**config.mk**
```make
export PLATFORM = sky130hd
export DESIGN_NAME = cursor_tape_store_core
export DESIGN_NICKNAME = d
export VERILOG_FILES = /design/src/design/cts_pkg.sv /design/src/design/cursor_tape_store_core.sv /design/src/design/cts_ram.sv /design/src/design/cts_ctrl.sv /design/src/design/cts_out.sv
export VERILOG_INCLUDE_DIRS = /design/src /design/src/design
export SDC_FILE = /design/constraint.sdc
export NUM_CORES = 1
export LEC_CHECK = 0
export BUFFER_PORTS_ARGS = -buffer_cell sky130_fd_sc_hd__buf_2
export CORE_UTILIZATION = 55
export CTS_CLUSTER_SIZE = 16
export DETAILED_ROUTE_END_ITERATION = 7
export PLACE_DENSITY = 0.71
export SLEW_MARGIN = 5
export SYNTH_ARGS = -nofsm -noshare
export SYNTH_HDL_FRONTEND = slang
export SYNTH_SLANG_ARGS = --single-unit
```
**constraint.sdc**
```tcl
create_clock -name clk -period 10.1 [get_ports clk]
set_input_delay 0.505 -clock clk [delete_from_list [all_inputs] [get_ports clk]]
set_output_delay 0.505 -clock clk [all_outputs]
set_load 0.02 [all_outputs]
```
**src/design/cursor_tape_store_core_assert.svh**
```systemverilog
// Assertion macros shared by the cursor tape store RTL.
// Depends on a clock named clk and a synchronous reset named rst in the using scope.
`ifndef CURSOR_TAPE_STORE_CORE_ASSERT_SVH
`define CURSOR_TAPE_STORE_CORE_ASSERT_SVH

// Consequent must hold in the same cycle as the antecedent.
`define CTS_ASSERT_NOW(label, ante, cons, msg) \
  label: assert property (@(posedge clk) disable iff (rst) (ante) |-> (cons)) \
    else $error(msg);

// Consequent must hold in the cycle after the antecedent.
`define CTS_ASSERT_NEXT(label, ante, cons, msg) \
  label: assert property (@(posedge clk) disable iff (rst) (ante) |=> (cons)) \
    else $error(msg);

`endif

```
**src/design/cts_pkg.sv**
```systemverilog
// Shared constants and types of the cursor tape store.
// No dependencies; used by every module of the block but cts_ram.
`timescale 1ns / 1ps

package cts_pkg;

  localparam int CTS_DEPTH = 64;
  localparam int CMD_W     = 3;
  localparam int ELEM_W    = 8;
  localparam int ERR_W     = 2;

  // Command codes.
  localparam logic [CMD_W-1:0] CMD_REWIND = 3'd0;
  localparam logic [CMD_W-1:0] CMD_STEP   = 3'd1;
  localparam logic [CMD_W-1:0] CMD_INSL   = 3'd2;
  localparam logic [CMD_W-1:0] CMD_INSR   = 3'd3;
  localparam logic [CMD_W-1:0] CMD_ERASE  = 3'd4;

  // Error codes.
  localparam logic [ERR_W-1:0] ERR_NONE = 2'd0;
  localparam logic [ERR_W-1:0] ERR_FULL = 2'd1;
  localparam logic [ERR_W-1:0] ERR_STOP = 2'd2;

  // Fixed-width part of one result transaction.
  typedef struct packed {
    logic [ELEM_W-1:0] current_element;
    logic              element_valid;
    logic              at_start;
    logic              at_stop;
    logic [ERR_W-1:0]  error_code;
  } cts_result_t;

endpackage

```
**src/design/cursor_tape_store_core.sv**
```systemverilog
// Top level of the cursor tape store: sequencer, element RAM and output register.
// Depends on cts_pkg, cts_ram, cts_ctrl, cts_out and the assertion macro header.
`timescale 1ns / 1ps
`include "cursor_tape_store_core_assert.svh"

// The block keeps up to DEPTH bytes as a gap buffer in one RAM: the elements
// before the cursor at the bottom, the cursor element and those after it at the
// top, so erasing or inserting left never moves stored data. It works on one
// command at a time. Report, erase, insert left and any command that ends in an
// error go through the fetch and result states; step first moves one element
// across the gap through the RAM's registered read, and insert right then writes
// the new element in a put state; rewind moves the elements before the cursor,
// one per RAM read-write pair. The next command is accepted after the result
// enters the output register; a new command is taken while the previous result
// still waits on the master side. Reset clears the pointers and control state
// only; no RAM clearing is needed.
module cursor_tape_store_core #(
  parameter int DEPTH = cts_pkg::CTS_DEPTH,
  localparam int AW = $clog2(DEPTH),
  localparam int CW = $clog2(DEPTH + 1),
  localparam int TW = ((cts_pkg::ELEM_W + 3 + CW + cts_pkg::ERR_W + 7) / 8) * 8
) (
  input  logic          clk,
  input  logic          rst,
  input  logic          s_tvalid,
  output logic          s_tready,
  // s_tdata, from bit 0: command[2:0], element[7:0], zero padding.
  input  logic [15:0]   s_tdata,
  output logic          m_tvalid,
  input  logic          m_tready,
  // m_tdata, from bit 0: current_element, element_valid, at_start, at_stop,
  // length, error_code, zero padding.
  output logic [TW-1:0] m_tdata
);

  import cts_pkg::*;

  logic              mem_we;
  logic [AW-1:0]     mem_waddr;
  logic [ELEM_W-1:0] mem_wdata;
  logic [AW-1:0]     mem_raddr;
  logic [ELEM_W-1:0] mem_rdata;
  logic              res_valid;
  logic              res_ready;
  cts_result_t       res;
  logic [CW-1:0]     res_length;

  // Command sequencer.
  cts_ctrl #(.DEPTH(DEPTH)) u_ctrl (
    .clk        (clk),
    .rst        (rst),
    .cmd_valid  (s_tvalid),
    .cmd_ready  (s_tready),
    .command    (s_tdata[CMD_W-1:0]),
    .element    (s_tdata[CMD_W+ELEM_W-1:CMD_W]),
    .mem_we     (mem_we),
    .mem_waddr  (mem_waddr),
    .mem_wdata  (mem_wdata),
    .mem_raddr  (mem_raddr),
    .mem_rdata  (mem_rdata),
    .res_valid  (res_valid),
    .res_ready  (res_ready),
    .res        (res),
    .res_length (res_length)
  );

  // Element store.
  cts_ram #(.WIDTH(ELEM_W), .DEPTH(DEPTH)) u_ram (
    .clk   (clk),
    .we    (mem_we),
    .waddr (mem_waddr),
    .wdata (mem_wdata),
    .raddr (mem_raddr),
    .rdata (mem_rdata)
  );

  // Result register on the master side.
  cts_out #(.CW(CW)) u_out (
    .clk        (clk),
    .rst        (rst),
    .res_valid  (res_valid),
    .res_ready  (res_ready),
    .res        (res),
    .res_length (res_length),
    .m_tvalid   (m_tvalid),
    .m_tready   (m_tready),
    .m_tdata    (m_tdata)
  );

  // One command in flight: the sequencer is busy right after taking one.
  `CTS_ASSERT_NEXT(a_one_in_flight, s_tvalid && s_tready, !s_tready, "second command accepted while busy")
  // A cursor-at-stop error leaves the cursor at stop.
  `CTS_ASSERT_NOW(a_stop_err_at_stop, res_valid && (res.error_code == ERR_STOP), res.at_stop, "stop error with cursor on an element")
  // The stored length never exceeds the capacity.
  `CTS_ASSERT_NOW(a_len_bound, res_valid, res_length <= CW'(DEPTH), "length beyond capacity")
  // RAM writes stay inside the store.
  `CTS_ASSERT_NOW(a_waddr_bound, mem_we, {1'b0, mem_waddr} <= (AW + 1)'(DEPTH - 1), "RAM write outside the store")

endmodule

```
**src/design/cts_ram.sv**
```systemverilog
// Generic simple dual-port RAM: one write port, one read port, registered read.
// No dependencies.
`timescale 1ns / 1ps

module cts_ram #(
  parameter int WIDTH = 8,
  parameter int DEPTH = 64,
  localparam int AW = (DEPTH > 1) ? $clog2(DEPTH) : 1
) (
  input  logic             clk,
  input  logic             we,
  input  logic [AW-1:0]    waddr,
  input  logic [WIDTH-1:0] wdata,
  input  logic [AW-1:0]    raddr,
  output logic [WIDTH-1:0] rdata
);

  logic [WIDTH-1:0] mem [DEPTH];

  // Read data is registered from the read address; a read of the entry
  // being written in the same cycle returns the old contents.
  always_ff @(posedge clk) begin
    if (we) begin
      mem[waddr] <= wdata;
    end
    rdata <= mem[raddr];
  end

endmodule

```
**src/design/cts_ctrl.sv**
```systemverilog
// Command sequencer of the cursor tape store: gap buffer pointers and RAM accesses.
// Depends on cts_pkg; drives the element RAM and hands results to cts_out.
`timescale 1ns / 1ps

module cts_ctrl #(
  parameter int DEPTH = cts_pkg::CTS_DEPTH,
  localparam int AW = $clog2(DEPTH),
  localparam int CW = $clog2(DEPTH + 1)
) (
  input  logic                       clk,
  input  logic                       rst,
  input  logic                       cmd_valid,
  output logic                       cmd_ready,
  input  logic [cts_pkg::CMD_W-1:0]  command,
  input  logic [cts_pkg::ELEM_W-1:0] element,
  output logic                       mem_we,
  output logic [AW-1:0]              mem_waddr,
  output logic [cts_pkg::ELEM_W-1:0] mem_wdata,
  output logic [AW-1:0]              mem_raddr,
  input  logic [cts_pkg::ELEM_W-1:0] mem_rdata,
  output logic                       res_valid,
  input  logic                       res_ready,
  output cts_pkg::cts_result_t       res,
  output logic [CW-1:0]              res_length
);

  import cts_pkg::*;

  // Sequencer states.
  localparam logic [2:0] ST_IDLE    = 3'd0;
  localparam logic [2:0] ST_MOVE_RD = 3'd1;
  localparam logic [2:0] ST_MOVE_WR = 3'd2;
  localparam logic [2:0] ST_PUT     = 3'd3;
  localparam logic [2:0] ST_FETCH   = 3'd4;
  localparam logic [2:0] ST_RESULT  = 3'd5;

  localparam logic [CW-1:0] DEPTH_C = CW'(DEPTH);
  localparam logic [CW-1:0] ONE_C   = CW'(1);

  // The left part (before the cursor) sits at the bottom of the RAM, the right
  // part (cursor element and after) at the top. lpos is the cursor position.
  logic [2:0]        state, state_next;
  logic [CW-1:0]     lpos, lpos_next;
  logic [CW-1:0]     rlen, rlen_next;
  logic [ERR_W-1:0]  err, err_next;
  logic              back, back_next;
  logic              put, put_next;
  logic [ELEM_W-1:0] elem_q, elem_q_next;

  logic [CW-1:0] cnt;
  logic          stop;
  logic          full;
  logic [CW-1:0] right_head;
  logic [CW-1:0] right_slot;

  assign cnt        = lpos + rlen;
  assign stop       = (rlen == '0);
  assign full       = (cnt == DEPTH_C);
  assign right_head = DEPTH_C - rlen;
  assign right_slot = DEPTH_C - rlen - ONE_C;

  assign cmd_ready = (state == ST_IDLE);

  // Next-state and RAM access logic.
  always_comb begin
    state_next  = state;
    lpos_next   = lpos;
    rlen_next   = rlen;
    err_next    = err;
    back_next   = back;
    put_next    = put;
    elem_q_next = elem_q;
    mem_we      = 1'b0;
    mem_waddr   = '0;
    mem_wdata   = '0;
    mem_raddr   = AW'(right_head);
    res_valid   = 1'b0;

    unique case (state)
      ST_IDLE: begin
        if (cmd_valid) begin
          elem_q_next = element;
          err_next    = ERR_NONE;
          back_next   = 1'b0;
          put_next    = 1'b0;
          state_next  = ST_FETCH;
          unique case (command)
            CMD_REWIND: begin
              if (lpos != '0) begin
                back_next  = 1'b1;
                state_next = ST_MOVE_RD;
              end
            end
            CMD_STEP: begin
              if (stop) begin
                err_next = ERR_STOP;
              end else begin
                state_next = ST_MOVE_RD;
              end
            end
            CMD_INSL: begin
              if (full) begin
                err_next = ERR_FULL;
              end else begin
                mem_we    = 1'b1;
                mem_waddr = AW'(right_slot);
                mem_wdata = element;
                rlen_next = rlen + ONE_C;
              end
            end
            CMD_INSR: begin
              if (cnt == '0) begin
                mem_we    = 1'b1;
                mem_waddr = AW'(DEPTH_C - ONE_C);
                mem_wdata = element;
                rlen_next = ONE_C;
              end else if (stop) begin
                err_next = ERR_STOP;
              end else if (full) begin
                err_next = ERR_FULL;
              end else begin
                put_next   = 1'b1;
                state_next = ST_MOVE_RD;
              end
            end
            CMD_ERASE: begin
              if (stop) begin
                err_next = ERR_STOP;
              end else begin
                rlen_next = rlen - ONE_C;
              end
            end
            default: begin
            end
          endcase
        end
      end
      ST_MOVE_RD: begin
        // Read the element that crosses the gap.
        mem_raddr  = back ? AW'(lpos - ONE_C) : AW'(right_head);
        state_next = ST_MOVE_WR;
      end
      ST_MOVE_WR: begin
        mem_we    = 1'b1;
        mem_wdata = mem_rdata;
        if (back) begin
          mem_waddr  = AW'(right_slot);
          lpos_next  = lpos - ONE_C;
          rlen_next  = rlen + ONE_C;
          state_next = (lpos == ONE_C) ? ST_FETCH : ST_MOVE_RD;
        end else begin
          // An insert right keeps the right length: the new element takes the slot.
          mem_waddr  = AW'(lpos);
          lpos_next  = lpos + ONE_C;
          rlen_next  = put ? rlen : (rlen - ONE_C);
          state_next = put ? ST_PUT : ST_FETCH;
        end
      end
      ST_PUT: begin
        mem_we     = 1'b1;
        mem_waddr  = AW'(right_head);
        mem_wdata  = elem_q;
        state_next = ST_FETCH;
      end
      ST_FETCH: begin
        state_next = ST_RESULT;
      end
      ST_RESULT: begin
        res_valid = 1'b1;
        if (res_ready) begin
          state_next = ST_IDLE;
        end
      end
      default: begin
        state_next = ST_IDLE;
      end
    endcase
  end

  // Result fields; the RAM keeps reading the cursor element while the result waits.
  always_comb begin
    res.current_element = stop ? '0 : mem_rdata;
    res.element_valid   = !stop;
    res.at_start        = (lpos == '0);
    res.at_stop         = stop;
    res.error_code      = err;
  end
  assign res_length = cnt;

  // State registers.
  always_ff @(posedge clk) begin
    if (rst) begin
      state <= ST_IDLE;
      lpos  <= '0;
      rlen  <= '0;
      err   <= ERR_NONE;
      back  <= 1'b0;
      put   <= 1'b0;
    end else begin
      state <= state_next;
      lpos  <= lpos_next;
      rlen  <= rlen_next;
      err   <= err_next;
      back  <= back_next;
      put   <= put_next;
    end
  end

  always_ff @(posedge clk) begin
    elem_q <= elem_q_next;
  end

endmodule

```
**src/design/cts_out.sv**
```systemverilog
// Output register of the cursor tape store: packs and holds one result transaction.
// Depends on cts_pkg.
`timescale 1ns / 1ps

module cts_out #(
  parameter int CW = 7,
  localparam int FIELD_BITS = cts_pkg::ELEM_W + 3 + CW + cts_pkg::ERR_W,
  localparam int TW = ((FIELD_BITS + 7) / 8) * 8
) (
  input  logic                 clk,
  input  logic                 rst,
  input  logic                 res_valid,
  output logic                 res_ready,
  input  cts_pkg::cts_result_t res,
  input  logic [CW-1:0]        res_length,
  output logic                 m_tvalid,
  input  logic                 m_tready,
  // m_tdata, from bit 0: current_element, element_valid, at_start, at_stop,
  // length, error_code, zero padding.
  output logic [TW-1:0]        m_tdata
);

  import cts_pkg::*;

  logic [FIELD_BITS-1:0] packed_fields;

  assign res_ready = !m_tvalid || m_tready;

  assign packed_fields = {res.error_code, res_length, res.at_stop, res.at_start,
                          res.element_valid, res.current_element};

  // Valid flag of the held transaction.
  always_ff @(posedge clk) begin
    if (rst) begin
      m_tvalid <= 1'b0;
    end else if (res_valid && res_ready) begin
      m_tvalid <= 1'b1;
    end else if (m_tready) begin
      m_tvalid <= 1'b0;
    end
  end

  // Payload is loaded only when the slot is free or its transaction is being taken.
  always_ff @(posedge clk) begin
    if (res_valid && res_ready) begin
      m_tdata <= TW'(packed_fields);
    end
  end

endmodule
```
# [Yosys cells after proc, flatten, opt, wreduce, memory -nomap -nowiden]
# Memories as Yosys holds them, arrays and structs flattened. A register that Yosys moved wholly into a read port is not among the register bits.
# Cells that the tools add are included.
[classes] addsub=7 n_mul=0 div_mod_pow=0 magnitude_cmp=0 n_eq_ne=18 shifts=0 n_mux=54 bitwise=0 n_reduce_logical=17
[op_table] cell="$mux 7" count=7
[op_table] cell="$mux 6" count=6
[op_table] cell="$mux 3" count=10
[op_table] cell="$mux 8" count=3
[op_table] cell="$pmux 8 s3" count=1
[op_table] cell="$logic_not 7->1" count=3
[op_table] cell="$pmux 7 s3" count=1
[op_table] cell="$pmux 3 s6" count=1
[op_table] cell="$pmux 6 s3" count=1
[op_table] cell="$pmux 8 s2" count=1
[op_table] cell="$add 7x1->7 const B" count=2
[op_table] cell="$mux 1" count=14
[op_table] cell="$pmux 7 s2" count=1
[op_table] cell="$sub 7x1->7 const B" count=2
[op_table] cell="$eq 3x2->1 const B" count=4
[op_table] cell="$pmux 6 s2" count=1
[op_table] cell="$eq 3x3->1 const B" count=3
[op_table] cell="$pmux 3 s3" count=1
[op_table] cell="$add 7x7->7" count=1
[op_table] cell="$eq 7x1->1 const B" count=1
[op_table] cell="$eq 7x7->1 const B" count=1
[op_table] cell="$reduce_and 7->1" count=1
[op_table] cell="$reduce_bool 7->1" count=1
[op_table] cell="$eq 3x1->1 const B" count=2
[op_table] cell="other kinds (17)" count=27
[totals] reg_bits=50 latchBits=0 mem_bits_rw=512 rom_bits=0 input_bits=20 elab_cells=107 mem_count=1
[memory_table] memory="u_ram.mem" words=64 word_bits=8 read_ports=1 rd_ports_with_merged_regs=1 write_ports=1 line_no="cts_ram.sv:18" text="logic [WIDTH-1:0] mem [DEPTH];"

# [Longest topological paths before layout]
# Gate-level depths: netlist of the first run.
[logic_depth] word_depth=8 ltp_mapped=15

# [Cells and area by module]
# From an unflattened synthesis of the first run, not the netlist that was laid out.
[hier_totals] cells_unflattened=1324 hier_area_um2=23616.4
[modules_own_cells] mod="cts_ram" n_inst=1 cells_each=940 area_each_um2=20166.8 seq_area_each_um2=15534.9
[modules_own_cells] mod="cts_ctrl" n_inst=1 cells_each=354 area_each_um2=2760.1 seq_area_each_um2=660.6
[modules_own_cells] mod="cts_out" n_inst=1 cells_each=30 area_each_um2=689.4 seq_area_each_um2=620.6

# [Worst setup path after synthesis of the first run]
# No wires, ideal clock.
[synth_path] path_kind="reg-to-reg" startpoint="register u_ctrl.lpos[0]" endpoint="memory u_ram.mem[0][6], data pin" setup_time_ns=0.343 arrival_time_ns=3.306 t_required_ns=9.757 slack_ns=6.451 stages_incl_launch_ff=10 path_buffers=0 period_less_slack_ns=3.649 cell_sequence="dfxtp_1 -> ha_1 -> fa_1 -> a211o_1 -> a21o_1 -> a221oi_1 -> o211ai_1 -> a21oi_1 -> a222oi_1 -> inv_1"
[synth_via] elab_chain_cells=6
[synth_lines] element="from (decl)" line_no="cts_ctrl.sv:43" text="logic [CW-1:0] lpos, lpos_next;"
[synth_lines] element="from (signal assigned)" line_no="cts_ctrl.sv:201" text="lpos <= lpos_next;"
[synth_lines] element="$add 7x7->7 *" line_no="cts_ctrl.sv:56" text="assign cnt = lpos + rlen;"
[synth_lines] element="$eq 7x7->1 / $logic_not 7->1 (equally long branches)" line_no="cts_ctrl.sv:58, cts_ctrl.sv:112"
[synth_lines] element="$mux 8 (on tied branches)" line_no="cts_ctrl.sv:102, cts_ctrl.sv:112"
[synth_lines] element="$pmux 8 s2 *" line_no="cts_ctrl.sv:87" text="unique case (command)"
[synth_lines] element="$mux 8 *" line_no="cts_ctrl.sv:81" text="if (cmd_valid) begin"
[synth_lines] element="$pmux 8 s3 *" line_no="cts_ctrl.sv:79" text="unique case (state)"
[synth_lines] element="named net mem_wdata[6]" line_no="cursor_tape_store_core.sv:40" text="logic [ELEM_W-1:0] mem_wdata;"
[synth_lines] element="to (decl)" line_no="cts_ram.sv:18"
# Mark *: on every way through the listed nets, which the timed path passes. The rest lies on a longest branch.

# [Final worst setup path of the first run]
[layout_path] startpoint="register u_ctrl.rlen[0]" endpoint="memory u_ram.mem[53][3] (enable)"
[layout_via] elab_chain_cells=8
[layout_lines] element="from (decl)" line_no="cts_ctrl.sv:44" text="logic [CW-1:0] rlen, rlen_next;"
[layout_lines] element="from (signal assigned)" line_no="cts_ctrl.sv:202" text="rlen <= rlen_next;"
[layout_lines] element="$add 7x7->7 *" line_no="cts_ctrl.sv:56"
[layout_lines] element="named net res_length[1]" line_no="cursor_tape_store_core.sv:46" text="logic [CW-1:0] res_length;"
[layout_lines] element="$eq 7x7->1 / $logic_not 7->1 (equally long branches)" line_no="cts_ctrl.sv:58, cts_ctrl.sv:112"
[layout_lines] element="$mux 1 (on tied branches)" line_no="cts_ctrl.sv:102, cts_ctrl.sv:112"
[layout_lines] element="$pmux 1 s2" line_no="cts_ctrl.sv:87"
[layout_lines] element="$mux 1" line_no="cts_ctrl.sv:81"
[layout_lines] element="$pmux 1 s2" line_no="cts_ctrl.sv:79"
[layout_lines] element="$mux 1" line_no="cts_ram.sv:23" text="if (we) begin"
[layout_lines] element="$mux 1 (implied by the code)" line_no="cts_ram.sv:24" text="mem[waddr] <= wdata;"
# Marked as above.

==> results of run 1 <==
==> cell families after synthesis <==
group	Yosys count	synth area share (%)
buffers and inverters	132	2.37
muxes	85	5.90
AOI/OAI and AO/OA	350	10.0
other	1	0.0155
adders and majority gates	13	0.705
xor gates and xnor gates	19	0.720
and+or+nand+nor	548	10.6
DFF	570	69.6
==> where the power goes <==
part / leakage, nW / switching, mW / internal, mW
clock: 0.862 / 0.878 / 1.16
sequential: 5.29 / 0.0317 / 2.64
combinational: 2.82 / 0.475 / 0.216
total: 8.97 / 1.38 / 4.01
==> per-stage QoR <==
stage | setup slack (ns) | std cells
after floorplan | 6.45 | 1721
after global placement | 4.96 | 2250
after detailed placement | 4.78 | 2250
after CTS | 4.75 | 2352
after global routing | 4.46 | 2352
final | 4.71 | 2352
==> flip-flops by register name, indices dropped and copies added (netlist names) <==
signal,count
u_ctrl.back,1
u_ctrl.elem_q,8
u_ctrl.err,2
u_ctrl.lpos,7
u_ctrl.put,1
u_ctrl.rlen,7
u_ctrl.state,3
u_out.m_tdata,20
u_out.m_tvalid,1
u_ram.mem,512
u_ram.rdata,8
==> layout make-up <==
type                       instances  share of cell area (%)
clock inverter                    39                    1.44
clock buffer                      63                    5.29
tap                              585                    2.75
inverter                          23                   0.325
sequential                       570                    63.3
multi-input combinational       1019                    25.7
timing repair buffer              53                    1.21
==> how the worst min path moves through the flow <==
stage                                          start                          end  cells past startpoint
after floorplan           u_ctrl.err[1]$_SDFFE_PP0P_  u_out.m_tdata[19]$_DFFE_PP_                      0
after global routing                      s_tdata[7]   u_ctrl.elem_q[4]$_DFFE_PP_                      1
after global placement    u_ctrl.err[1]$_SDFFE_PP0P_  u_out.m_tdata[19]$_DFFE_PP_                      0
after detailed placement  u_ctrl.err[1]$_SDFFE_PP0P_  u_out.m_tdata[19]$_DFFE_PP_                      0
after CTS                                 s_tdata[7]   u_ctrl.elem_q[4]$_DFFE_PP_                      1
final                                     s_tdata[7]   u_ctrl.elem_q[4]$_DFFE_PP_                      1
==> cells in the mapped netlist, drive strengths merged, types with 10 or more instances <==
| master | number |
|---|---|
| o2111ai | 13 |
| o31ai | 16 |
| o211ai | 16 |
| mux4 | 44 |
| a221oi | 17 |
| xor2 | 10 |
| and2 | 10 |
| nand3 | 80 |
| inv | 23 |
| clkbuf | 57 |
| nor2b | 22 |
| mux2i | 33 |
| nand4 | 19 |
| and3 | 14 |
| o21ai | 34 |
| nor2 | 110 |
| a21oi | 121 |
| dfxtp | 30 |
| ha | 12 |
| o22ai | 23 |
| a22oi | 15 |
| buf | 52 |
| nand2 | 236 |
| edfxtp | 540 |
| nor3 | 12 |
==> routing by layer <==
metal	GRT usage, %	wire length [um]	vias up
met2	40.9	27400	725
met4	10.4	1940	2
li1	-	-	6670
met3	4.85	4850	125
met1	36.2	23300	7479
met5	0	13	-
==> worst register-to-register path, delay by kind of cell, from the launching register on <==
kind / cells / cell delay, ns
compound gates: 3 / 1.41
flops: 1 / 0.86
simple gates: 3 / 2.00
fa+ha+maj: 2 / 0.76
==> metrics.txt, run 1 <==
Wirelength per Cell 24.4 um; vias 15,001; # fillers 3,213; largest net degree at the start of global routing 146; FF-to-FF End u_ram.mem[53][3]$_DFFE_PP_; # hold bufs at CTS 0; first-pass GRT wire length 87.1 mm; CTS Buf Count 55; Worst EP required 10.34 ns; die height 212 um; Leak 8.97 nW; total inserted antenna cells 0; post_cts resized 0; Rows 76; mapped cell area 0.0242 sq mm; CP max FO 19; Max Fclk 186 MHz; R2R Path Start u_ctrl.rlen[0]$_SDFFE_PP0P_; cell area after placement 0.0248 sq mm; I/O pin total 46; area leader, netlist edfxtp_1; yosys warns 0; post-layout min period 5.39 ns; Power Density 203 mW/mm^2; share of layout cells above drive strength 1 13.1%; die area 0.0448 sq mm; top cells by area, synth edfxtp_1 (67%), mux4_2 (4.1%), nand2_1 (3.7%), a21oi_1 (2.5%), dfxtp_1 (2.5%); final hold violation count 0; Die X 212 um; Worst R2R Path Depth 8; FF+latch count, synth 570; vias in the first global route 14,627; IO Port Bufs 36; flop2flop setup slack 4.71 ns; TNS Setup 0 ns; ys async rst share 0%; Post-route DRC 0; gpl congestion 0.893; CORE AREA 0.0432 sq mm; Worst Path Arrival 5.63 ns; RSZ-0062 raised after global routing no; startpoint types flop; run status finished, final reports clean; Final Routed Wirelength 57.5 mm; Power Total 5.39 mW; Syn Inst Count 1,718; most common cell after layout, fill and taps aside edfxtp_1; endpoint class of the critical path flop; postcts setup bufs 0; Mean Syn Cell Area 14.1 sq um; cells along the critical path ha_1 > fa_1 > or3_1 > a221oi_1 > o2111ai_1 > o311ai_1 > nand3_1 > nor2_1; worst-margin pin slew 1.24 ns; WP buf/inv 0; Initial DRT Pass Iterations 6; setup violators final 0; worst min path class in2reg; CP delay by family, top simple AND/OR/NAND/NOR gates; Max stage delay on crit path 0.90 ns; area share of the largest cell type after synthesis 67.1%; clk sinks 570; max_slew headroom 17.2%; most frequent cells in the layout edfxtp_1 (540), nand2_1 (236), a21oi_1 (121), nor2_1 (109), nand3_1 (80); gr ovfl total 0; Tcrit/Tclk final 53.4%; P&R area growth vs syn 10.0%; Crit path depth 8; slowest cell on the critical path nor2_1; area occupied by multi-input gates 0.00683 sq mm; clk_lat worst skew 0.63 ns; critical path endpoint u_ram.mem[53][3]$_DFFE_PP_; Critical Path Start u_ctrl.rlen[0]$_SDFFE_PP0P_; post-route antenna net violation count 0; initial antenna violation count 1; CP Class reg2reg; CTS H-Tree Depth 2; Max Slew Vio Count 0; worst vdd ir 172 uV; EDFF count, synth 540; Seq/Total Area, Yosys 69.6%; Worst-path clk slew 0.06 ns; Detail Placement HPWL 34.2 mm; CTS root buf clkbuf_16; DRT iter0 DRCs 1,887; CTS tree done; Synth Flop Type edfxtp_1; nets 1,755; clock skew 0.0410 ns; MaxCap Viol Count 0; area occupied by registers 0.0168 sq mm; vias per inst 6.38; fin area 0.0266 sq mm; synth unique cells 87; CTS Buffer Depth 3; Starting Density 55.9%; GRT Util Overall 26.1%; hold slack final 0.103 ns; fin util 61.5%
(Power assumes the default switching activity.)
==> inputs of run 2 (changes only) <==
--- a/config.mk
+++ b/config.mk
@@ -10,7 +10,7 @@
 export CORE_UTILIZATION = 55
 export CTS_CLUSTER_SIZE = 16
 export DETAILED_ROUTE_END_ITERATION = 7
-export PLACE_DENSITY = 0.71
+export PLACE_DENSITY = 0.74
 export SLEW_MARGIN = 5
 export SYNTH_ARGS = -nofsm -noshare
 export SYNTH_HDL_FRONTEND = slang
==> constraint.sdc (replaced) <==
create_clock -name clk -period 4.83 [get_ports clk]
set_input_delay 0.2415 -clock clk [delete_from_list [all_inputs] [get_ports clk]]
set_output_delay 0.2415 -clock clk [all_outputs]
set_load 0.02 [all_outputs]
==> metrics.txt, run 2 (synthesis results as in run 1) <==
run status complete, but fails checks; failing checks DRC; CTS Buffer Depth 3 (unchanged); Largest register FFs 512 (unchanged); I/O pin total 46 (unchanged); Leak 9.52 nW (+6.1%); gr ovfl total 0 (unchanged); Max stage delay on crit path 0.67 ns (-0.23 ns); CTS H-Tree Depth 2 (unchanged); die area 0.0448 sq mm (unchanged); slowest cell on the critical path nor2_1; CP max FO 10 (-9); die height 212 um (unchanged); Rows 76 (unchanged); worst-margin pin slew 1.26 ns (+0.0212 ns); TNS Setup 0 ns (unchanged); Starting Density 55.9% (unchanged); # hold bufs at CTS 10 (+10); Die X 212 um (unchanged); vias 15,509 (+3.4%); startpoint types flop; Cell Count Post-Placement 2,341 (+4.0%); cells along the critical path ha_1 > a211oi_1 > nor3b_1 > nor3_2 > inv_2 > nor4_4 > buf_4 > o311a_1 > o211ai_2 > nor2_1; CTS Buf Count 54 (-1.8%); postcts setup bufs 0 (unchanged); worst vdd ir 325 uV (+89%); Max Slew Vio Count 0 (unchanged); gpl congestion 0.986 (+10%); max_slew headroom 15.9% (-1.3 points); share of layout cells above drive strength 1 17.1% (+4.0 points); CORE AREA 0.0432 sq mm (unchanged); post-route antenna net violation count 0 (unchanged); # fillers 3,070 (-4.5%); Wirelength per Cell 24.4 um (-0.25%); nets 1,855 (+5.7%); largest net degree at the start of global routing 65 (-55%); Post-route DRC 4 (+4); Worst EP required 5.07 ns (-5.27 ns); vias per inst 6.33 (-0.79%); Worst-path clk slew 0.06 ns (about the same); initial antenna violation count 0 (-1); RSZ-0062 raised after global routing no; endpoint class of the critical path flop; clk sinks 570 (unchanged); Initial DRT Pass Iterations 8 (+2); post-layout min period 4.42 ns (-0.971 ns); vias in the first global route 15,196 (+3.9%); most frequent cells in the layout edfxtp_1 (540), nand2_1 (236), a21oi_1 (121), nor2_1 (109), buf_4 (99); Detail Placement HPWL 37.6 mm (+9.7%); DRT iter0 DRCs 1,750 (-7.3%); worst min path class in2reg; setup violators final 0 (unchanged); clk_lat worst skew 0.62 ns (about the same); P&R area growth vs syn 13.5%; Tcrit/Tclk final 91.5% (+38 points); clock skew 0.00966 ns (-0.0314 ns); MaxCap Viol Count 0 (unchanged); GRT Util Overall 27.2% (+1.1 points); total inserted antenna cells 0 (unchanged); IO Port Bufs 36 (unchanged); Power Density 412 mW/mm^2 (+100%); CTS root buf clkbuf_16; Largest Register u_ram.mem; final hold violation count 0 (unchanged); CP Class reg2reg; CTS tree done; most common cell after layout, fill and taps aside edfxtp_1; Max Fclk 226 MHz (+22%); post_cts resized 0 (unchanged); Non-Filler Instances 2,451 (+4.2%); Worst Path Arrival 4.66 ns (-0.97 ns); Final Routed Wirelength 59.7 mm (+4.0%); Top Registers u_ram.mem x512, u_out.m_tdata x20; first-pass GRT wire length 90.4 mm (+3.9%)
## run 2: cell count changes in the layout (fill, tap and decap cells not counted), sizes merged
cell         before  now
dlygate4sd3       0   10
inv              23   25
buf              53  144
clkbuf           63   66
clkinvlp          4    0
clkinv           29   26
## run 2: area by class of cell
class / instances / area, sq um / area share, %
inverters: 23 / 86.3 / 0.315
flip-flops and latches: 570 / 16800 / 61.4
repair buffers: 154 / 1200 / 4.39
well taps: 585 / 732 / 2.67
clock buffers: 66 / 1400 / 5.09
multi-input cells: 1019 / 6830 / 24.9
clock inverters: 34 / 348 / 1.27
## run 2: stage by stage
stage / util, % / cell area [sq um] / hold WS, ns / worst slack, ns / power, mW
2_1_floorplan: - / 24200 / 0.340 / 1.18 / 6.63
3_3_place_gp: 59.2 / 25600 / 0.416 / 0.627 / 7.13
3_5_place_dp: 59.2 / 25600 / 0.426 / 0.463 / 7.17
4_1_cts: 63.5 / 27400 / 0.00949 / 0.442 / 11.3
5_1_grt: 63.5 / 27400 / 0.0452 / 0.177 / 11.6
6_report: 63.5 / 27400 / 0.0285 / 0.411 / 11.3
## run 2: worst paths after layout
| path | from | end | slack (ns) | cells after the start |
|---|---|---|---|---|
| worst max register to register | u_ctrl.lpos[1]$_SDFFE_PP0P_ | u_ram.mem[53][7]$_DFFE_PP_ | 0.41 | 10 |
| worst min-delay path | rst | u_ctrl.err[0]$_SDFFE_PP0P_ | 0.03 | 2 |
| worst min register to register | u_ctrl.err[1]$_SDFFE_PP0P_ | u_out.m_tdata[19]$_DFFE_PP_ | 0.44 | 0 |
| worst max-delay path | u_ctrl.lpos[1]$_SDFFE_PP0P_ | u_ram.mem[53][7]$_DFFE_PP_ | 0.41 | 10 |
## run 2: power breakdown
group / internal [mW] / leakage, nW / total (mW) / switching [mW]
Clock: 2.38 / 0.857 / 4.19 / 1.81
Combinational: 0.502 / 3.37 / 1.54 / 1.04
Sequential: 5.51 / 5.29 / 5.57 / 0.0579
Total: 8.40 / 9.52 / 11.3 / 2.90
## run 2: worst max-delay path, delay by kind of cell (launching register included)
kind | cells | cell delay, ns
compound gates | 3 | 1.11
fa+ha+maj | 1 | 0.31
buf+inv | 2 | 0.36
flops | 1 | 0.57
simple gates | 4 | 1.68
## run 2: metal layers
metal,vias to the layer above,global-route usage (%),share of wire [%]
li1,6867,-,-
met1,7682,36.0,39
met2,818,43.4,47
met3,142,6.33,9.5
met4,0,11.3,4.1
met5,-,0,0
